### src/design/swd_mem_ap_transfer_engine_top_macros.svh
// Assertion macros for the SWD MEM-AP transfer engine.
// Included by the top level; depends on nothing else.
`ifndef SWD_MEM_AP_TRANSFER_ENGINE_TOP_MACROS_SVH
`define SWD_MEM_AP_TRANSFER_ENGINE_TOP_MACROS_SVH

// The consequent must hold in the same cycle as the antecedent.
`define SWDAP_ASSERT_SAME(label, clk, rst_n, ante, cons) \
  label: assert property (@(posedge clk) disable iff (!rst_n) (ante) |-> (cons)) \
    else $error("swdap check failed");

// The consequent must hold in the cycle after the antecedent.
`define SWDAP_ASSERT_NEXT(label, clk, rst_n, ante, cons) \
  label: assert property (@(posedge clk) disable iff (!rst_n) (ante) |=> (cons)) \
    else $error("swdap check failed");

`endif

### src/design/swdap_pkg.sv
// Shared types, codes and the phase walk for the SWD MEM-AP transfer engine.
// Used by the result queue and the top level; depends on nothing.
package swdap_pkg;

  localparam int WAIT_RETRY_LIMIT = 100;
  localparam int TAR_WRAP_BYTES   = 1024;
  localparam int RETRY_W          = 8;
  localparam int CHUNK_W          = 11;
  localparam int RQ_DEPTH         = 4;

  localparam logic [31:0] SHADOW_INVALID = 32'hFFFF_FFFF;
  localparam logic [31:0] ABORT_CLEAR    = 32'h0000_001E;
  localparam logic [31:0] ABORT_DAP      = 32'h0000_0001;
  localparam logic [31:0] CTRL_ERR_MASK  = 32'h0000_00A0;
  localparam logic [31:0] CSW_BLOCK_BITS = 32'h0000_0012;

  localparam logic [1:0] OP_CMD   = 2'd0;
  localparam logic [1:0] OP_WORD  = 2'd1;
  localparam logic [1:0] OP_RESP  = 2'd2;
  localparam logic [1:0] OP_INVAL = 2'd3;

  localparam logic [2:0] ACC_SREAD  = 3'd0;
  localparam logic [2:0] ACC_SWRITE = 3'd1;
  localparam logic [2:0] ACC_BREAD  = 3'd2;
  localparam logic [2:0] ACC_BWRITE = 3'd3;
  localparam logic [2:0] ACC_FILL   = 3'd4;

  localparam logic [1:0] SZ_BYTE = 2'd0;
  localparam logic [1:0] SZ_HALF = 2'd1;
  localparam logic [1:0] SZ_BAD  = 2'd3;

  localparam logic [2:0] ACK_OK    = 3'd1;
  localparam logic [2:0] ACK_WAIT  = 3'd2;
  localparam logic [2:0] ACK_FAULT = 3'd4;
  localparam logic [2:0] ACK_NONE  = 3'd7;

  localparam logic [1:0] KIND_PKT  = 2'd0;
  localparam logic [1:0] KIND_WORD = 2'd1;
  localparam logic [1:0] KIND_DONE = 2'd2;

  localparam logic [2:0] ST_OK     = 3'd0;
  localparam logic [2:0] ST_WAIT   = 3'd1;
  localparam logic [2:0] ST_FAULT  = 3'd2;
  localparam logic [2:0] ST_PARITY = 3'd3;
  localparam logic [2:0] ST_NORESP = 3'd4;
  localparam logic [2:0] ST_PROTO  = 3'd5;

  localparam logic [1:0] DP_ABORT  = 2'd0;
  localparam logic [1:0] DP_CTRL   = 2'd1;
  localparam logic [1:0] DP_SELECT = 2'd2;
  localparam logic [1:0] DP_RDBUFF = 2'd3;
  localparam logic [1:0] AP_CSW    = 2'd0;
  localparam logic [1:0] AP_TAR    = 2'd1;
  localparam logic [1:0] AP_DRW    = 2'd3;

  typedef enum logic [16:0] {
    PH_IDLE      = 17'b00000000000000001,
    PH_CSW_SEL   = 17'b00000000000000010,
    PH_CSW       = 17'b00000000000000100,
    PH_TAR_SEL   = 17'b00000000000001000,
    PH_TAR       = 17'b00000000000010000,
    PH_DRW_SEL   = 17'b00000000000100000,
    PH_DUMMY     = 17'b00000000001000000,
    PH_RDBUF     = 17'b00000000010000000,
    PH_BREAD     = 17'b00000000100000000,
    PH_BRDBUF    = 17'b00000001000000000,
    PH_SWRITE    = 17'b00000010000000000,
    PH_WORD_WAIT = 17'b00000100000000000,
    PH_BWRITE    = 17'b00001000000000000,
    PH_CTRL      = 17'b00010000000000000,
    PH_FWRITE    = 17'b00100000000000000,
    PH_ABORT     = 17'b01000000000000000,
    PH_CHUNK     = 17'b10000000000000000
  } phase_t;

  typedef enum logic [1:0] {
    ACT_NONE = 2'd0,
    ACT_SEND = 2'd1,
    ACT_FIN  = 2'd2
  } act_t;

  typedef struct packed {
    logic [1:0]  kind;
    logic        ap;
    logic        rnw;
    logic [1:0]  off;
    logic [31:0] pdata;
    logic [31:0] rword;
    logic [2:0]  status;
    logic        last;
  } res_t;

  typedef struct packed {
    logic        ap;
    logic        rnw;
    logic [1:0]  off;
    logic [31:0] data;
  } pkt_t;

  typedef struct packed {
    phase_t             ph;
    logic [CHUNK_W-1:0] chunk;
    act_t               act;
    pkt_t               pkt;
    logic [2:0]         status;
  } walk_t;

  function automatic res_t mk_pkt(pkt_t p);
    res_t r;
    r        = '0;
    r.kind   = KIND_PKT;
    r.ap     = p.ap;
    r.rnw    = p.rnw;
    r.off    = p.off;
    r.pdata  = p.rnw ? 32'd0 : p.data;
    return r;
  endfunction

  function automatic res_t mk_word(logic [31:0] v);
    res_t r;
    r       = '0;
    r.kind  = KIND_WORD;
    r.rword = v;
    return r;
  endfunction

  function automatic res_t mk_done(logic [2:0] st);
    res_t r;
    r        = '0;
    r.kind   = KIND_DONE;
    r.status = st;
    return r;
  endfunction

  function automatic pkt_t pkt(logic ap, logic rnw, logic [1:0] off, logic [31:0] d);
    pkt_t p;
    p.ap   = ap;
    p.rnw  = rnw;
    p.off  = off;
    p.data = d;
    return p;
  endfunction

  // Walks through the phases that issue no packet until one sends, waits or finishes.
  function automatic walk_t walk(phase_t start, logic [2:0] acc, logic [1:0] size,
                                 logic [31:0] ldata, logic [31:0] addr,
                                 logic [15:0] words, logic [CHUNK_W-1:0] chunk,
                                 logic [CHUNK_W-1:0] room, logic sel_eq, logic csw_eq,
                                 logic [31:0] selv, logic [31:0] cswv);
    walk_t       r;
    phase_t      ph;
    logic        done;
    logic [31:0] d;
    r      = '0;
    r.act  = ACT_NONE;
    r.chunk = chunk;
    ph     = start;
    done   = 1'b0;
    d      = ldata;
    for (int i = 0; i < 6; i++) begin
      if (!done) begin
        case (ph)
          PH_CSW_SEL: begin
            if (csw_eq) begin
              ph = (acc == ACC_FILL) ? PH_CHUNK : PH_TAR_SEL;
            end else if (sel_eq) begin
              ph = PH_CSW;
            end else begin
              r.act = ACT_SEND; r.pkt = pkt(1'b0, 1'b0, DP_SELECT, selv); done = 1'b1;
            end
          end
          PH_CSW: begin
            r.act = ACT_SEND; r.pkt = pkt(1'b1, 1'b0, AP_CSW, cswv); done = 1'b1;
          end
          PH_TAR_SEL: begin
            if (sel_eq) begin
              ph = PH_TAR;
            end else begin
              r.act = ACT_SEND; r.pkt = pkt(1'b0, 1'b0, DP_SELECT, selv); done = 1'b1;
            end
          end
          PH_TAR: begin
            r.act = ACT_SEND; r.pkt = pkt(1'b1, 1'b0, AP_TAR, addr); done = 1'b1;
          end
          PH_DRW_SEL: begin
            if (!sel_eq) begin
              r.act = ACT_SEND; r.pkt = pkt(1'b0, 1'b0, DP_SELECT, selv); done = 1'b1;
            end else if (acc == ACC_SREAD || acc == ACC_BREAD) begin
              ph = PH_DUMMY;
            end else if (acc == ACC_SWRITE) begin
              ph = PH_SWRITE;
            end else if (acc == ACC_BWRITE) begin
              ph = PH_WORD_WAIT;
            end else begin
              ph = PH_FWRITE;
            end
          end
          PH_DUMMY, PH_BREAD: begin
            r.act = ACT_SEND; r.pkt = pkt(1'b1, 1'b1, AP_DRW, 32'd0); done = 1'b1;
          end
          PH_RDBUF, PH_BRDBUF: begin
            r.act = ACT_SEND; r.pkt = pkt(1'b0, 1'b1, DP_RDBUFF, 32'd0); done = 1'b1;
          end
          PH_SWRITE: begin
            if (size == SZ_BYTE) begin
              d = {24'd0, ldata[7:0]} << {addr[1:0], 3'b000};
            end else if (size == SZ_HALF) begin
              d = {16'd0, ldata[15:0]} << {addr[1], 4'b0000};
            end
            r.act = ACT_SEND; r.pkt = pkt(1'b1, 1'b0, AP_DRW, d); done = 1'b1;
          end
          PH_WORD_WAIT: begin
            done = 1'b1;
          end
          PH_CTRL: begin
            r.act = ACT_SEND; r.pkt = pkt(1'b0, 1'b1, DP_CTRL, 32'd0); done = 1'b1;
          end
          PH_FWRITE: begin
            r.act = ACT_SEND; r.pkt = pkt(1'b1, 1'b0, AP_DRW, ldata); done = 1'b1;
          end
          PH_CHUNK: begin
            if (words == 16'd0) begin
              r.act = ACT_FIN; r.status = ST_OK; done = 1'b1;
            end else begin
              r.chunk = ({5'd0, room} > words) ? words[CHUNK_W-1:0] : room;
              ph = (acc == ACC_FILL) ? PH_TAR_SEL : PH_CSW_SEL;
            end
          end
          default: begin
            r.act = ACT_FIN; r.status = ST_PROTO; done = 1'b1;
          end
        endcase
      end
    end
    r.ph = (r.act == ACT_FIN) ? PH_IDLE : ph;
    return r;
  endfunction

endpackage

### src/design/swdap_resq.sv
// Result queue of the transfer engine: takes up to two results a cycle, gives one on each pop.
// Depends on swdap_pkg.
module swdap_resq (
  input  logic             clk,
  input  logic             rst_n,
  input  logic             push0,
  input  logic             push1,
  input  swdap_pkg::res_t  d0,
  input  swdap_pkg::res_t  d1,
  input  logic             pop,
  output swdap_pkg::res_t  head,
  output logic             not_empty,
  output logic             room2
);

  localparam int PW = $clog2(swdap_pkg::RQ_DEPTH);

  swdap_pkg::res_t mem_r [swdap_pkg::RQ_DEPTH];
  logic [PW-1:0]   wr_r, wr_nxt, rd_r, rd_nxt;
  logic [PW:0]     cnt_r, cnt_nxt;
  logic            do_pop;
  logic [PW-1:0]   wr1;

  assign not_empty = (cnt_r != '0);
  assign head      = mem_r[rd_r];
  assign room2     = (cnt_r <= (PW+1)'(swdap_pkg::RQ_DEPTH - 2));
  assign do_pop    = pop && not_empty;
  assign wr1       = push0 ? wr_r + 1'b1 : wr_r;

  always_comb begin
    wr_nxt  = wr_r + PW'(push0) + PW'(push1);
    rd_nxt  = rd_r + PW'(do_pop);
    cnt_nxt = cnt_r + (PW+1)'(push0) + (PW+1)'(push1) - (PW+1)'(do_pop);
  end

  always_ff @(posedge clk) begin
    if (!rst_n) begin
      wr_r  <= '0;
      rd_r  <= '0;
      cnt_r <= '0;
    end else begin
      wr_r  <= wr_nxt;
      rd_r  <= rd_nxt;
      cnt_r <= cnt_nxt;
    end
    if (push0) begin
      mem_r[wr_r] <= d0;
    end
    if (push1) begin
      mem_r[wr1] <= d1;
    end
  end

endmodule

### src/design/swd_mem_ap_transfer_engine_top.sv
// Top level of the SWD MEM-AP transfer engine: command decode, phase control
// and shadows. Depends on swdap_pkg, swdap_resq and the assertion macro header.

// Each accepted item is handled in the cycle it is taken and gives at most two
// result words, which go into a four-entry result queue; in_tready is high
// while the queue has room for two, so one item a cycle is taken as long as
// results are drained. A WAIT response re-issues the packet until the retry
// limit, after which an abort is sent. There is no clearing pass after reset.
`include "swd_mem_ap_transfer_engine_top_macros.svh"

module swd_mem_ap_transfer_engine_top #(
  parameter int WAIT_RETRY_LIMIT = swdap_pkg::WAIT_RETRY_LIMIT,
  parameter int TAR_WRAP_BYTES   = swdap_pkg::TAR_WRAP_BYTES
) (
  input  logic         clk,
  input  logic         rst_n,
  input  logic         in_tvalid,
  output logic         in_tready,
  // access, size_code, address, data, word_count, ack, read_data, parity_ok, zero pad
  input  logic [127:0] in_tdata,
  // op
  input  logic [1:0]   in_tuser,
  output logic         out_tvalid,
  input  logic         out_tready,
  // ap_not_dp, read_not_write, reg_offset, packet_data, read_word, status, zero pad
  output logic [71:0]  out_tdata,
  // kind
  output logic [1:0]   out_tuser,
  output logic         out_tlast,
  input  logic         cfg_valid,
  output logic         cfg_ready,
  input  logic         cfg_index,
  input  logic [31:0]  cfg_data
);

  localparam int CW = swdap_pkg::CHUNK_W;

  logic [7:0]                 ap_index_r;
  logic [31:0]                csw_base_r;
  logic [31:0]                sel_r, sel_nxt, csw_r, csw_nxt;
  swdap_pkg::phase_t          phase_r, phase_nxt;
  logic [31:0]                addr_r, addr_nxt;
  logic [15:0]                words_r, words_nxt;
  logic [CW-1:0]              chunk_r, chunk_nxt;
  logic [swdap_pkg::RETRY_W-1:0] retries_r, retries_nxt;
  swdap_pkg::pkt_t            pend_r, pend_nxt;
  logic [31:0]                ldata_r, ldata_nxt;
  logic [1:0]                 lsize_r, lsize_nxt;
  logic [2:0]                 lacc_r, lacc_nxt;
  logic [2:0]                 fstat_r, fstat_nxt;

  logic [2:0]  i_acc;
  logic [1:0]  i_size;
  logic [31:0] i_addr, i_data, i_rd;
  logic [15:0] i_words;
  logic [2:0]  i_ack;
  logic        i_par;
  logic        in_fire;

  logic                 room2;
  logic                 q_ne;
  swdap_pkg::res_t      q_head;
  swdap_pkg::res_t      dr, r0, r1;
  logic                 dr_v, en_go, push0, push1, inval;
  swdap_pkg::phase_t    en_start;
  swdap_pkg::walk_t     w;
  logic [31:0]          selv, cswv, lane, low, room32;
  logic [CW-1:0]        room;
  logic [swdap_pkg::RETRY_W-1:0] retry_inc;

  assign i_acc   = in_tdata[2:0];
  assign i_size  = in_tdata[4:3];
  assign i_addr  = in_tdata[36:5];
  assign i_data  = in_tdata[68:37];
  assign i_words = in_tdata[84:69];
  assign i_ack   = in_tdata[87:85];
  assign i_rd    = in_tdata[119:88];
  assign i_par   = in_tdata[120];

  assign in_tready = room2;
  assign in_fire   = in_tvalid && in_tready;
  assign cfg_ready = 1'b1;
  assign selv      = {ap_index_r, 24'd0};
  assign retry_inc = retries_r + 1'b1;

  always_comb begin
    sel_nxt     = sel_r;
    csw_nxt     = csw_r;
    phase_nxt   = phase_r;
    addr_nxt    = addr_r;
    words_nxt   = words_r;
    chunk_nxt   = chunk_r;
    retries_nxt = retries_r;
    pend_nxt    = pend_r;
    ldata_nxt   = ldata_r;
    lsize_nxt   = lsize_r;
    lacc_nxt    = lacc_r;
    fstat_nxt   = fstat_r;
    dr          = '0;
    dr_v        = 1'b0;
    en_go       = 1'b0;
    en_start    = swdap_pkg::PH_IDLE;
    inval       = 1'b0;
    lane        = i_rd;
    if (lsize_r == swdap_pkg::SZ_BYTE) begin
      lane = {24'd0, 8'(i_rd >> {addr_r[1:0], 3'b000})};
    end else if (lsize_r == swdap_pkg::SZ_HALF) begin
      lane = {16'd0, 16'(i_rd >> {addr_r[1], 4'b0000})};
    end
    if (in_fire) begin
      unique case (in_tuser)
        swdap_pkg::OP_CMD: begin
          if (phase_r == swdap_pkg::PH_IDLE) begin
            ldata_nxt = i_data;
            lsize_nxt = i_size;
            lacc_nxt  = i_acc;
            addr_nxt  = i_addr;
            words_nxt = i_words;
            chunk_nxt = '0;
            if (i_acc > swdap_pkg::ACC_FILL ||
                (i_acc <= swdap_pkg::ACC_SWRITE && i_size == swdap_pkg::SZ_BAD) ||
                (i_acc >= swdap_pkg::ACC_BREAD && i_addr[1:0] != 2'd0)) begin
              dr_v = 1'b1; dr = swdap_pkg::mk_done(swdap_pkg::ST_PROTO);
              phase_nxt = swdap_pkg::PH_IDLE;
            end else begin
              en_go    = 1'b1;
              en_start = (i_acc <= swdap_pkg::ACC_SWRITE || i_acc == swdap_pkg::ACC_FILL) ?
                         swdap_pkg::PH_CSW_SEL : swdap_pkg::PH_CHUNK;
            end
          end
        end
        swdap_pkg::OP_WORD: begin
          if (phase_r == swdap_pkg::PH_WORD_WAIT) begin
            phase_nxt   = swdap_pkg::PH_BWRITE;
            pend_nxt    = swdap_pkg::pkt(1'b1, 1'b0, swdap_pkg::AP_DRW, i_data);
            retries_nxt = '0;
            dr_v = 1'b1; dr = swdap_pkg::mk_pkt(pend_nxt);
          end
        end
        swdap_pkg::OP_RESP: begin
          if (phase_r != swdap_pkg::PH_IDLE && phase_r != swdap_pkg::PH_WORD_WAIT) begin
            if (phase_r == swdap_pkg::PH_ABORT) begin
              dr_v = 1'b1; dr = swdap_pkg::mk_done(fstat_r);
              phase_nxt = swdap_pkg::PH_IDLE;
            end else if (i_ack == swdap_pkg::ACK_OK && pend_r.rnw && !i_par) begin
              inval = 1'b1;
              dr_v = 1'b1; dr = swdap_pkg::mk_done(swdap_pkg::ST_PARITY);
              phase_nxt = swdap_pkg::PH_IDLE;
            end else if (i_ack == swdap_pkg::ACK_OK) begin
              case (phase_r)
                swdap_pkg::PH_CSW_SEL, swdap_pkg::PH_TAR_SEL, swdap_pkg::PH_DRW_SEL: begin
                  sel_nxt = selv; en_go = 1'b1; en_start = phase_r;
                end
                swdap_pkg::PH_CSW: begin
                  en_go = 1'b1; en_start = swdap_pkg::PH_CSW_SEL;
                end
                swdap_pkg::PH_TAR: begin
                  en_go = 1'b1; en_start = swdap_pkg::PH_DRW_SEL;
                end
                swdap_pkg::PH_DUMMY: begin
                  en_go = 1'b1;
                  if (lacc_r == swdap_pkg::ACC_SREAD) begin
                    en_start = swdap_pkg::PH_RDBUF;
                  end else begin
                    en_start = (chunk_r <= CW'(1)) ? swdap_pkg::PH_BRDBUF : swdap_pkg::PH_BREAD;
                  end
                end
                swdap_pkg::PH_RDBUF: begin
                  dr_v = 1'b1; dr = swdap_pkg::mk_word(lane);
                  en_go = 1'b1; en_start = swdap_pkg::PH_IDLE;
                end
                swdap_pkg::PH_BREAD: begin
                  dr_v = 1'b1; dr = swdap_pkg::mk_word(i_rd);
                  chunk_nxt = chunk_r - 1'b1; words_nxt = words_r - 1'b1;
                  addr_nxt = addr_r + 32'd4;
                  en_go = 1'b1;
                  en_start = (chunk_nxt <= CW'(1)) ? swdap_pkg::PH_BRDBUF : swdap_pkg::PH_BREAD;
                end
                swdap_pkg::PH_BRDBUF: begin
                  dr_v = 1'b1; dr = swdap_pkg::mk_word(i_rd);
                  chunk_nxt = chunk_r - 1'b1; words_nxt = words_r - 1'b1;
                  addr_nxt = addr_r + 32'd4;
                  en_go = 1'b1; en_start = swdap_pkg::PH_CHUNK;
                end
                swdap_pkg::PH_SWRITE: begin
                  dr_v = 1'b1; dr = swdap_pkg::mk_done(swdap_pkg::ST_OK);
                  phase_nxt = swdap_pkg::PH_IDLE;
                end
                swdap_pkg::PH_BWRITE: begin
                  chunk_nxt = chunk_r - 1'b1; words_nxt = words_r - 1'b1;
                  addr_nxt = addr_r + 32'd4;
                  en_go = 1'b1;
                  en_start = (chunk_nxt == '0) ? swdap_pkg::PH_CTRL : swdap_pkg::PH_WORD_WAIT;
                end
                swdap_pkg::PH_CTRL: begin
                  if ((i_rd & swdap_pkg::CTRL_ERR_MASK) != 32'd0) begin
                    fstat_nxt   = swdap_pkg::ST_FAULT;
                    phase_nxt   = swdap_pkg::PH_ABORT;
                    pend_nxt    = swdap_pkg::pkt(1'b0, 1'b0, swdap_pkg::DP_ABORT,
                                                 swdap_pkg::ABORT_CLEAR);
                    retries_nxt = '0;
                    dr_v = 1'b1; dr = swdap_pkg::mk_pkt(pend_nxt);
                  end else begin
                    en_go = 1'b1; en_start = swdap_pkg::PH_CHUNK;
                  end
                end
                swdap_pkg::PH_FWRITE: begin
                  chunk_nxt = chunk_r - 1'b1; words_nxt = words_r - 1'b1;
                  addr_nxt = addr_r + 32'd4;
                  en_go = 1'b1;
                  en_start = (chunk_nxt == '0) ? swdap_pkg::PH_CHUNK : swdap_pkg::PH_FWRITE;
                end
                default: begin
                  dr_v = 1'b1; dr = swdap_pkg::mk_done(swdap_pkg::ST_PROTO);
                  phase_nxt = swdap_pkg::PH_IDLE;
                end
              endcase
            end else if (i_ack == swdap_pkg::ACK_WAIT &&
                         retry_inc < swdap_pkg::RETRY_W'(WAIT_RETRY_LIMIT)) begin
              retries_nxt = retry_inc;
              dr_v = 1'b1; dr = swdap_pkg::mk_pkt(pend_r);
            end else if (i_ack == swdap_pkg::ACK_WAIT || i_ack == swdap_pkg::ACK_FAULT) begin
              inval       = 1'b1;
              fstat_nxt   = (i_ack == swdap_pkg::ACK_WAIT) ? swdap_pkg::ST_WAIT :
                                                             swdap_pkg::ST_FAULT;
              phase_nxt   = swdap_pkg::PH_ABORT;
              pend_nxt    = swdap_pkg::pkt(1'b0, 1'b0, swdap_pkg::DP_ABORT,
                              (i_ack == swdap_pkg::ACK_WAIT) ? swdap_pkg::ABORT_DAP :
                                                               swdap_pkg::ABORT_CLEAR);
              retries_nxt = '0;
              dr_v = 1'b1; dr = swdap_pkg::mk_pkt(pend_nxt);
            end else begin
              inval = 1'b1;
              dr_v = 1'b1;
              dr = swdap_pkg::mk_done((i_ack == swdap_pkg::ACK_NONE) ? swdap_pkg::ST_NORESP :
                                                                       swdap_pkg::ST_PROTO);
              phase_nxt = swdap_pkg::PH_IDLE;
            end
            if (inval) begin
              if (phase_r == swdap_pkg::PH_CSW_SEL || phase_r == swdap_pkg::PH_CSW) begin
                csw_nxt = swdap_pkg::SHADOW_INVALID;
              end
              if (phase_r == swdap_pkg::PH_CSW_SEL || phase_r == swdap_pkg::PH_TAR_SEL ||
                  phase_r == swdap_pkg::PH_DRW_SEL) begin
                sel_nxt = swdap_pkg::SHADOW_INVALID;
              end
            end
          end
        end
        swdap_pkg::OP_INVAL: begin
          sel_nxt = swdap_pkg::SHADOW_INVALID;
          csw_nxt = swdap_pkg::SHADOW_INVALID;
        end
      endcase
    end
    // The wanted CSW and the TAR room follow the command as latched after this item.
    cswv   = (lacc_nxt <= swdap_pkg::ACC_SWRITE) ? (csw_base_r | {30'd0, lsize_nxt}) :
                                                   (csw_base_r | swdap_pkg::CSW_BLOCK_BITS);
    if (phase_r == swdap_pkg::PH_CSW && in_tuser == swdap_pkg::OP_RESP && en_go) begin
      csw_nxt = cswv;
    end
    low    = addr_nxt & (32'(TAR_WRAP_BYTES) - 32'd1);
    room32 = (32'(TAR_WRAP_BYTES) - low) >> 2;
    room   = (room32[CW-1:0] == '0) ? CW'(1) : room32[CW-1:0];
    w = swdap_pkg::walk(en_start, lacc_nxt, lsize_nxt, ldata_nxt, addr_nxt, words_nxt,
                        chunk_nxt, room, selv == sel_nxt, cswv == csw_nxt, selv, cswv);
    if (en_go) begin
      if (en_start == swdap_pkg::PH_IDLE) begin
        phase_nxt = swdap_pkg::PH_IDLE;
      end else begin
        phase_nxt = w.ph;
        chunk_nxt = w.chunk;
        if (w.act == swdap_pkg::ACT_SEND) begin
          pend_nxt    = w.pkt;
          retries_nxt = '0;
        end
      end
    end
    // A new access port number leaves both shadows stale.
    if (cfg_valid && cfg_ready && cfg_index == 1'b0 && cfg_data[7:0] != ap_index_r) begin
      sel_nxt = swdap_pkg::SHADOW_INVALID;
      csw_nxt = swdap_pkg::SHADOW_INVALID;
    end
  end

  // Engine result: a single read completion finishes directly after the word; else the walk's packet or finish.
  always_comb begin
    swdap_pkg::res_t er;
    logic            er_v;
    er   = '0;
    er_v = 1'b0;
    if (en_go && en_start == swdap_pkg::PH_IDLE) begin
      er_v = 1'b1; er = swdap_pkg::mk_done(swdap_pkg::ST_OK);
    end else if (en_go && w.act == swdap_pkg::ACT_SEND) begin
      er_v = 1'b1; er = swdap_pkg::mk_pkt(w.pkt);
    end else if (en_go && w.act == swdap_pkg::ACT_FIN) begin
      er_v = 1'b1; er = swdap_pkg::mk_done(w.status);
    end
    r0 = dr_v ? dr : er;
    r1 = er;
    push0 = dr_v || er_v;
    push1 = dr_v && er_v;
    r0.last = !push1;
    r1.last = 1'b1;
  end

  swdap_resq u_resq (
    .clk       (clk),
    .rst_n     (rst_n),
    .push0     (push0),
    .push1     (push1),
    .d0        (r0),
    .d1        (r1),
    .pop       (out_tready),
    .head      (q_head),
    .not_empty (q_ne),
    .room2     (room2)
  );

  assign out_tvalid = q_ne;
  assign out_tuser  = q_head.kind;
  assign out_tlast  = q_head.last;
  assign out_tdata  = {1'b0, q_head.status, q_head.rword, q_head.pdata, q_head.off,
                       q_head.rnw, q_head.ap};

  always_ff @(posedge clk) begin
    if (!rst_n) begin
      ap_index_r <= '0;
      csw_base_r <= '0;
      sel_r      <= swdap_pkg::SHADOW_INVALID;
      csw_r      <= swdap_pkg::SHADOW_INVALID;
      phase_r    <= swdap_pkg::PH_IDLE;
      addr_r     <= '0;
      words_r    <= '0;
      chunk_r    <= '0;
      retries_r  <= '0;
      pend_r     <= '0;
      ldata_r    <= '0;
      lsize_r    <= '0;
      lacc_r     <= '0;
      fstat_r    <= '0;
    end else begin
      sel_r     <= sel_nxt;
      csw_r     <= csw_nxt;
      phase_r   <= phase_nxt;
      addr_r    <= addr_nxt;
      words_r   <= words_nxt;
      chunk_r   <= chunk_nxt;
      retries_r <= retries_nxt;
      pend_r    <= pend_nxt;
      ldata_r   <= ldata_nxt;
      lsize_r   <= lsize_nxt;
      lacc_r    <= lacc_nxt;
      fstat_r   <= fstat_nxt;
      if (cfg_valid && cfg_ready) begin
        if (cfg_index == 1'b0) begin
          ap_index_r <= cfg_data[7:0];
        end else begin
          csw_base_r <= cfg_data;
        end
      end
    end
  end

  `SWDAP_ASSERT_SAME(a_retry_below_limit, clk, rst_n, 1'b1,
    retries_r < swdap_pkg::RETRY_W'(WAIT_RETRY_LIMIT))
  `SWDAP_ASSERT_SAME(a_chunk_within_words, clk, rst_n, 1'b1, {5'd0, chunk_r} <= words_r)
  `SWDAP_ASSERT_NEXT(a_cmd_gives_result, clk, rst_n,
    in_fire && in_tuser == swdap_pkg::OP_CMD && phase_r == swdap_pkg::PH_IDLE, out_tvalid)

endmodule

### config.mk
export PLATFORM = sky130hd
export DESIGN_NAME = swd_mem_ap_transfer_engine_top
export DESIGN_NICKNAME = d
export VERILOG_FILES = /design/src/design/swdap_pkg.sv /design/src/design/swdap_resq.sv /design/src/design/swd_mem_ap_transfer_engine_top.sv
export VERILOG_INCLUDE_DIRS = /design/src /design/src/design
export SDC_FILE = /design/constraint.sdc
export NUM_CORES = 2
export LEC_CHECK = 0
export ABC_CLOCK_PERIOD_IN_PS = 10400
export BUFFER_PORTS_ARGS = -buffer_cell sky130_fd_sc_hd__buf_4
export CAP_MARGIN = 5
export CORE_ASPECT_RATIO = 1.5
export CORE_MARGIN = 8
export CORE_UTILIZATION = 38
export DETAILED_ROUTE_END_ITERATION = 8
export SLEW_MARGIN = 20
export SYNTH_ARGS = -nofsm -noshare
export SYNTH_HDL_FRONTEND = slang
export SYNTH_HIERARCHICAL = 1
export SYNTH_SLANG_ARGS = --single-unit
### constraint.sdc
create_clock -name clk -period 10.4 [get_ports clk]
set_clock_uncertainty 0.05 [all_clocks]
set_input_delay 2.08 -clock clk [delete_from_list [all_inputs] [get_ports clk]]
set_output_delay 2.08 -clock clk [all_outputs]
set_load 0.1 [all_outputs]
Word level (Yosys, flattened, before mapping)
Memory sizes are Yosys's and may differ from the RTL's. A register that Yosys moved wholly into a read port is not among the register bits.
Index checks and enable logic that the tools add are counted.
W data, S select, Z words.
{"block": "word_totals", "reg_bits": 271, "ram_bits": 296, "in_bits": 168, "elab_cells": 593, "mem_count": 1}
{"name": "u_resq.mem_r", "depth": 4, "word_bits": 74, "rd": 1, "rd_clocked_by_memory_dff": 1, "wr": 2, "line": "swdap_resq.sv:18", "source": "swdap_pkg::res_t mem_r [swdap_pkg::RQ_DEPTH];"}
{"block": "op_classes", "add_sub_neg": 12, "n_lt_le_gt_ge": 9, "n_eq_ne": 133, "shifts": 4, "n_mux": 328, "n_bitwise": 5, "reduce_logical": 81}
{"operator": "$mux W32", "n": 55}
{"operator": "$pmux W36 S9", "n": 5}
{"operator": "$mux W17", "n": 59}
{"operator": "$mux W74", "n": 13}
{"operator": "$mux W38", "n": 16}
{"operator": "$mux W36", "n": 13}
{"operator": "$pmux W17 S4", "n": 6}
{"operator": "$pmux W74 S5", "n": 1}
{"operator": "$pmux W36 S10", "n": 1}
{"operator": "$mux W52", "n": 5}
{"operator": "$mux W11", "n": 23}
{"operator": "$pmux W74 S3", "n": 1}
{"operator": "$pmux W32 S2", "n": 3}
{"operator": "$pmux W17 S9", "n": 1}
{"operator": "$mux W16", "n": 8}
{"operator": "$eq A17 B10 Y1 const B", "n": 7}
{"operator": "$eq A17 B11 Y1 const B", "n": 7}
{"operator": "$eq A17 B12 Y1 const B", "n": 7}
{"operator": "$eq A17 B14 Y1 const B", "n": 7}
{"operator": "$eq A17 B15 Y1 const B", "n": 7}
{"operator": "$eq A17 B2 Y1 const B", "n": 7}
{"operator": "$eq A17 B3 Y1 const B", "n": 7}
{"operator": "$eq A17 B4 Y1 const B", "n": 7}
{"operator": "$eq A17 B5 Y1 const B", "n": 7}
{"operator": "other kinds (88)", "n": 299}

Longest topological paths before layout
{"block": "depth", "depth_word": 52, "mapped_depth": 29}

Cells and area by module
Netlist, hierarchy kept.
{"mod": "swd_mem_ap_transfer_engine_top", "n_inst": 1, "cells_each": 2588, "area_per_inst_um2": 18844.3}
{"mod": "swdap_resq", "n_inst": 1, "cells_each": 770, "area_per_inst_um2": 14720.4}

Least setup slack after synthesis
Ideal clock, no wire load.
{"block": "synth_path", "path_kind": "input to register", "start": "in in_tdata[87]", "end": "mem u_resq/mem_r[1][0] in the netlist's numbering, enable pin", "setup_ns": 0.755, "t_arrival_ns": 8.027, "required_time_ns": 9.595, "setup_slack_ns": 1.568, "cell_stages": 23, "n_path_buf": 6, "cell_sequence": "clkbuf_1 -> or3b_2 -> clkbuf_1 -> nor2_1 -> o21ai_1 -> nor2_1 -> buf_4 -> a31oi_1 -> nor4_1 -> nand4_1 -> nor4_2 -> o31ai_2 -> a32oi_1 -> a41o_2 -> nand4_1 -> clkbuf_1 -> o21ai_1 -> inv_1 -> and4bb_1 -> a41oi_1 -> buf_4 -> buf_6 -> nand2_1"}
{"element": "from (decl)", "line": "swd_mem_ap_transfer_engine_top.sv:20", "source": "input logic [127:0] in_tdata,"}
{"element": "to (decl)", "line": "swdap_resq.sv:18"}

==> key figures <==
Outcome
  • Status: completed

Clock network
  • Max clock buf depth: 3
  • Clk pin slew, worst setup/hold paths: 0.06 ns
  • CTS tree: yes
  • Total CTS buffers: 57
  • Worst-Skew Late Latency: 0.66 ns
  • Setup bufs post-CTS: 0
  • # resized after CTS: 0
  • Clock root buffer: clkbuf_16
  • H-tree levels: 2
  • Cts hold-fix bufs: 0
  • Clock Sinks: 566

Yosys
  • Post-synthesis cell area: 33600 µm²
  • Post-synthesis sequential area ratio: 42.6%
  • Predominant post-synthesis flop cell: edfxtp_1
  • Post-Synthesis Cells: 3358
  • Post-synthesis register bit count: 566
  • Syn avg cell area: 10.0 µm²
  • Yosys warnings: 6
  • Ys async rst share: 0%
  • Post-synth EDFFs: 296
  • Netlist cell types: 109

Drt
  • Detailed router's first-iteration violation count: 2571
  • First-pass iteration count of the detailed router: 6
  • ANT nets after route: 0
  • Avg WL per Cell: 25.6 µm
  • DRC: 0
  • Routed via count: 29100
  • Via density per instance: 6.00
  • Total wire length: 124000 µm

Timing
  • Final period utilization: 82.6%
  • Worst Tran Pin Value: 1.13 ns
  • Final hold vios: 0
  • RSZ-0062 raised after global routing: no
  • Minimum clock period: 8.59 ns
  • Max-slew violations: 0
  • Worst slew margin: 24.6%
  • Final Setup Violations: 0
  • Setup TNS Final: 0 ns
  • Max Fclk: 0.116 GHz

Setup path
  • CP Max Fanout: 31
  • Worst R2R Setup Slack: 2.26 ns
  • Slowest CP cell: nor3_1
  • Crit path cell chain: buf_4, inv_1, ha_1, buf_4, nand2_1, buf_4, nor3_1, a21o_1, buf_4, mux2i_1, nor3_2, buf_4, o21ai_0, nand2_1, a21oi_1, nor2_1, o21ai_1, inv_1, and4bb_1, a41oi_4, buf_4, mux2_1
  • FF-to-FF End: u_resq/mem_r[1][64]
  • Worst setup SP type: primary input
  • Worst Path Required: 10.72 ns
  • Reg2reg start: phase_r[4]
  • FF-to-FF path depth: 17
  • WS Path Type: in2reg
  • Worst endpoint data arrival time: 8.91 ns
  • CP dominant cell by count: buf_4
  • Critical path launch point: in_tuser[0]
  • Setup crit end kind: register
  • CP peak stage delay: 0.64 ns

GRT
  • GR Util All Layers: 24.1%
  • Initial antenna violation count: 6
  • Vias in the first global route: 28500
  • First-pass GRT wire length: 183000 µm
  • Congestion Overflow GR: 0
  • Largest net degree at the start of global routing: 67

Die
  • Die area: 98300 µm²
  • Die W: 259 µm
  • Row cnt: 133
  • Top-Level Pins: 246
  • Die height: 380 µm
  • Core Region: 87500 µm²
  • Initial core utilization: 38.3%

Place
  • Inst Count DP: 4745
  • DP HPWL: 92400 µm
  • Final Wtd Congestion: 0.999
  • I/O Buffers: 236

Cells and area
  • Final Non-Filler Cells: 4856
  • Ratio of cells with drive above 1 in the final layout: 22.9%
  • FILL cells: 8561
  • Reg area: 14300 µm²
  • P&R area growth vs syn: 16.9%
  • Nets: 3855
  • Multi-input logic area: 18600 µm²

Flow run
  • Max Cap Viol: 0

Power
  • Leakage Power: 15.0 nW
  • Maximum vdd drop: 0.000188 V
  • Logic gate share of total power: 33.9%
  • Power Density: 180 nW/µm²
  • Sw Share: 39.0%
  • Switching power total: 2.75 mW
  • Clk pwr share: 30.4%
  • Pint: 4.31 mW
  • Register share of total power: 35.7%

Worst hold path
  • Hold Crit Depth: 2
  • Hold Crit Start: retries_r[7]
  • Hold Crit Endpoint: retries_r[7]
  • Hold WC Path Type: reg2reg
## synth_stat cells (18+ instances only)
master | number | area (µm²)
a22oi_1 | 47 | 353
mux2_1 | 49 | 552
o21ai_0 | 156 | 781
mux2i_1 | 35 | 350
nand4_1 | 39 | 244
clkbuf_1 | 147 | 552
nor3_1 | 89 | 445
edfxtp_1 | 296 | 8890
a211oi_1 | 29 | 218
mux2_2 | 248 | 2790
and3_1 | 30 | 188
nor2b_1 | 30 | 188
inv_1 | 91 | 342
nor2_1 | 274 | 1030
and2_1 | 70 | 438
nand2_1 | 312 | 1170
a22o_1 | 22 | 193
o22ai_1 | 57 | 357
o21a_1 | 29 | 218
ha_1 | 27 | 338
a31oi_1 | 20 | 125
nand3_1 | 57 | 285
a221o_1 | 20 | 200
nor4_1 | 44 | 275
nand2b_1 | 39 | 244
buf_2 | 31 | 155
a21oi_1 | 236 | 1180
a21o_1 | 43 | 323
mux4_2 | 82 | 1850
xor2_1 | 19 | 166
buf_4 | 26 | 195
a221oi_1 | 45 | 394
dfxtp_1 | 270 | 5410
or3_1 | 24 | 150
o211ai_1 | 18 | 135
buf_1 | 18 | 67.6
## cell families (layout without fill, tap and decap cells)
logic type | after synthesis | after routing | synth area share (%)
AOI/OAI and AO/OA | 897 | 897 | 18.3
xor gates and xnor gates | 36 | 36 | 0.939
muxes | 414 | 414 | 16.5
and+or+nand+nor | 1091 | 1091 | 16.2
adders and majority gates | 30 | 30 | 1.19
buffers and inverters | 322 | 530 | 4.21
DFF | 566 | 566 | 42.6
other | 2 | 145 | 0.0224
## through the flow
step	power [mW]	cell area [µm²]	hold slack, ns	utilization [%]	worst slack (ns)
after floorplan	4.27	34100	0.365	-	1.57
after global placement	4.93	37300	0.377	42.6	1.14
after detailed placement	4.95	37300	0.389	42.6	1.12
after CTS	7.09	39200	0.403	44.8	1.79
after global routing	7.30	39200	0.417	44.8	1.45
final	7.06	39200	0.400	44.8	1.81
## worst max-delay path: cells and delay by family
| family | cells | cell delay [ns] |
|---|---|---|
| buf+inv | 8 | 2.02 |
| compound gates | 5 | 1.98 |
| simple gates | 6 | 1.59 |
| mux | 2 | 0.77 |
| fa+ha+maj | 1 | 0.42 |
## power groups by stage
| stage | sequential [mW] | combinational, mW | clock (mW) |
|---|---|---|---|
| floorplan | 2.50 | 1.77 | 0 |
| global placement | 2.56 | 2.37 | 0 |
| detailed placement | 2.57 | 2.38 | 0 |
| CTS | 2.52 | 2.39 | 2.18 |
| global route | 2.52 | 2.51 | 2.26 |
| finish | 2.52 | 2.39 | 2.15 |
## cells in the final DEF (no fill, tap or decap), types with 30 or more instances in the layout
| cell | count |
|---|---|
| a21o_1 | 41 |
| a21oi_1 | 235 |
| a221oi_1 | 45 |
| a22oi_1 | 47 |
| and2_1 | 69 |
| buf_4 | 316 |
| clkbuf_16 | 58 |
| conb_1 | 142 |
| dfxtp_1 | 268 |
| edfxtp_1 | 296 |
| inv_1 | 90 |
| mux2_1 | 49 |
| mux2_2 | 248 |
| mux2i_1 | 35 |
| mux4_2 | 82 |
| nand2_1 | 308 |
| nand2b_1 | 39 |
| nand3_1 | 57 |
| nand4_1 | 39 |
| nor2_1 | 271 |
| nor2b_1 | 30 |
| nor3_1 | 87 |
| nor4_1 | 43 |
| o21ai_0 | 156 |
| o22ai_1 | 57 |
## state kept, by name, indices dropped and copies added (netlist names), 11 cells and up
name          count
addr_r           32
words_r          16
csw_base_r       32
ldata_r          32
chunk_r          11
pend_r           36
u_resq/mem_r    296
phase_r          17
sel_r            32
csw_r            32
## worst max-delay path by stage
| stage | slack, ns | to | cells after the start |
|---|---|---|---|
| CTS | 1.79 | u_resq/mem_r[1][64] | 20 |
| global route | 1.45 | u_resq/mem_r[1][64] | 22 |
| finish | 1.81 | u_resq/mem_r[1][64] | 22 |
| detailed placement | 1.12 | u_resq/mem_r[1][64] | 20 |
| global placement | 1.14 | u_resq/mem_r[1][0] | 20 |
| floorplan | 1.57 | u_resq/mem_r[1][0] | 23 |
## cell type report
class / count / share of cell area, %
sequential: 566 / 36.4
tap: 1147 / 3.66
inverter: 91 / 0.877
timing repair buffer: 331 / 6.81
clock buffer: 78 / 4.05
antenna: 3 / 0.0191
clock inverter: 30 / 0.816
multi-input combinational: 2610 / 47.3
## layer usage
layer | GRT usage [%] | wire, µm | vias up
met5 | 0 | 27 | -
met4 | 14.2 | 8310 | 4
met3 | 4.43 | 8790 | 365
met2 | 40.1 | 59200 | 1262
met1 | 28.8 | 47900 | 14300
li1 | - | - | 13200
No activity file was read; power rests on OpenSTA's default activity.
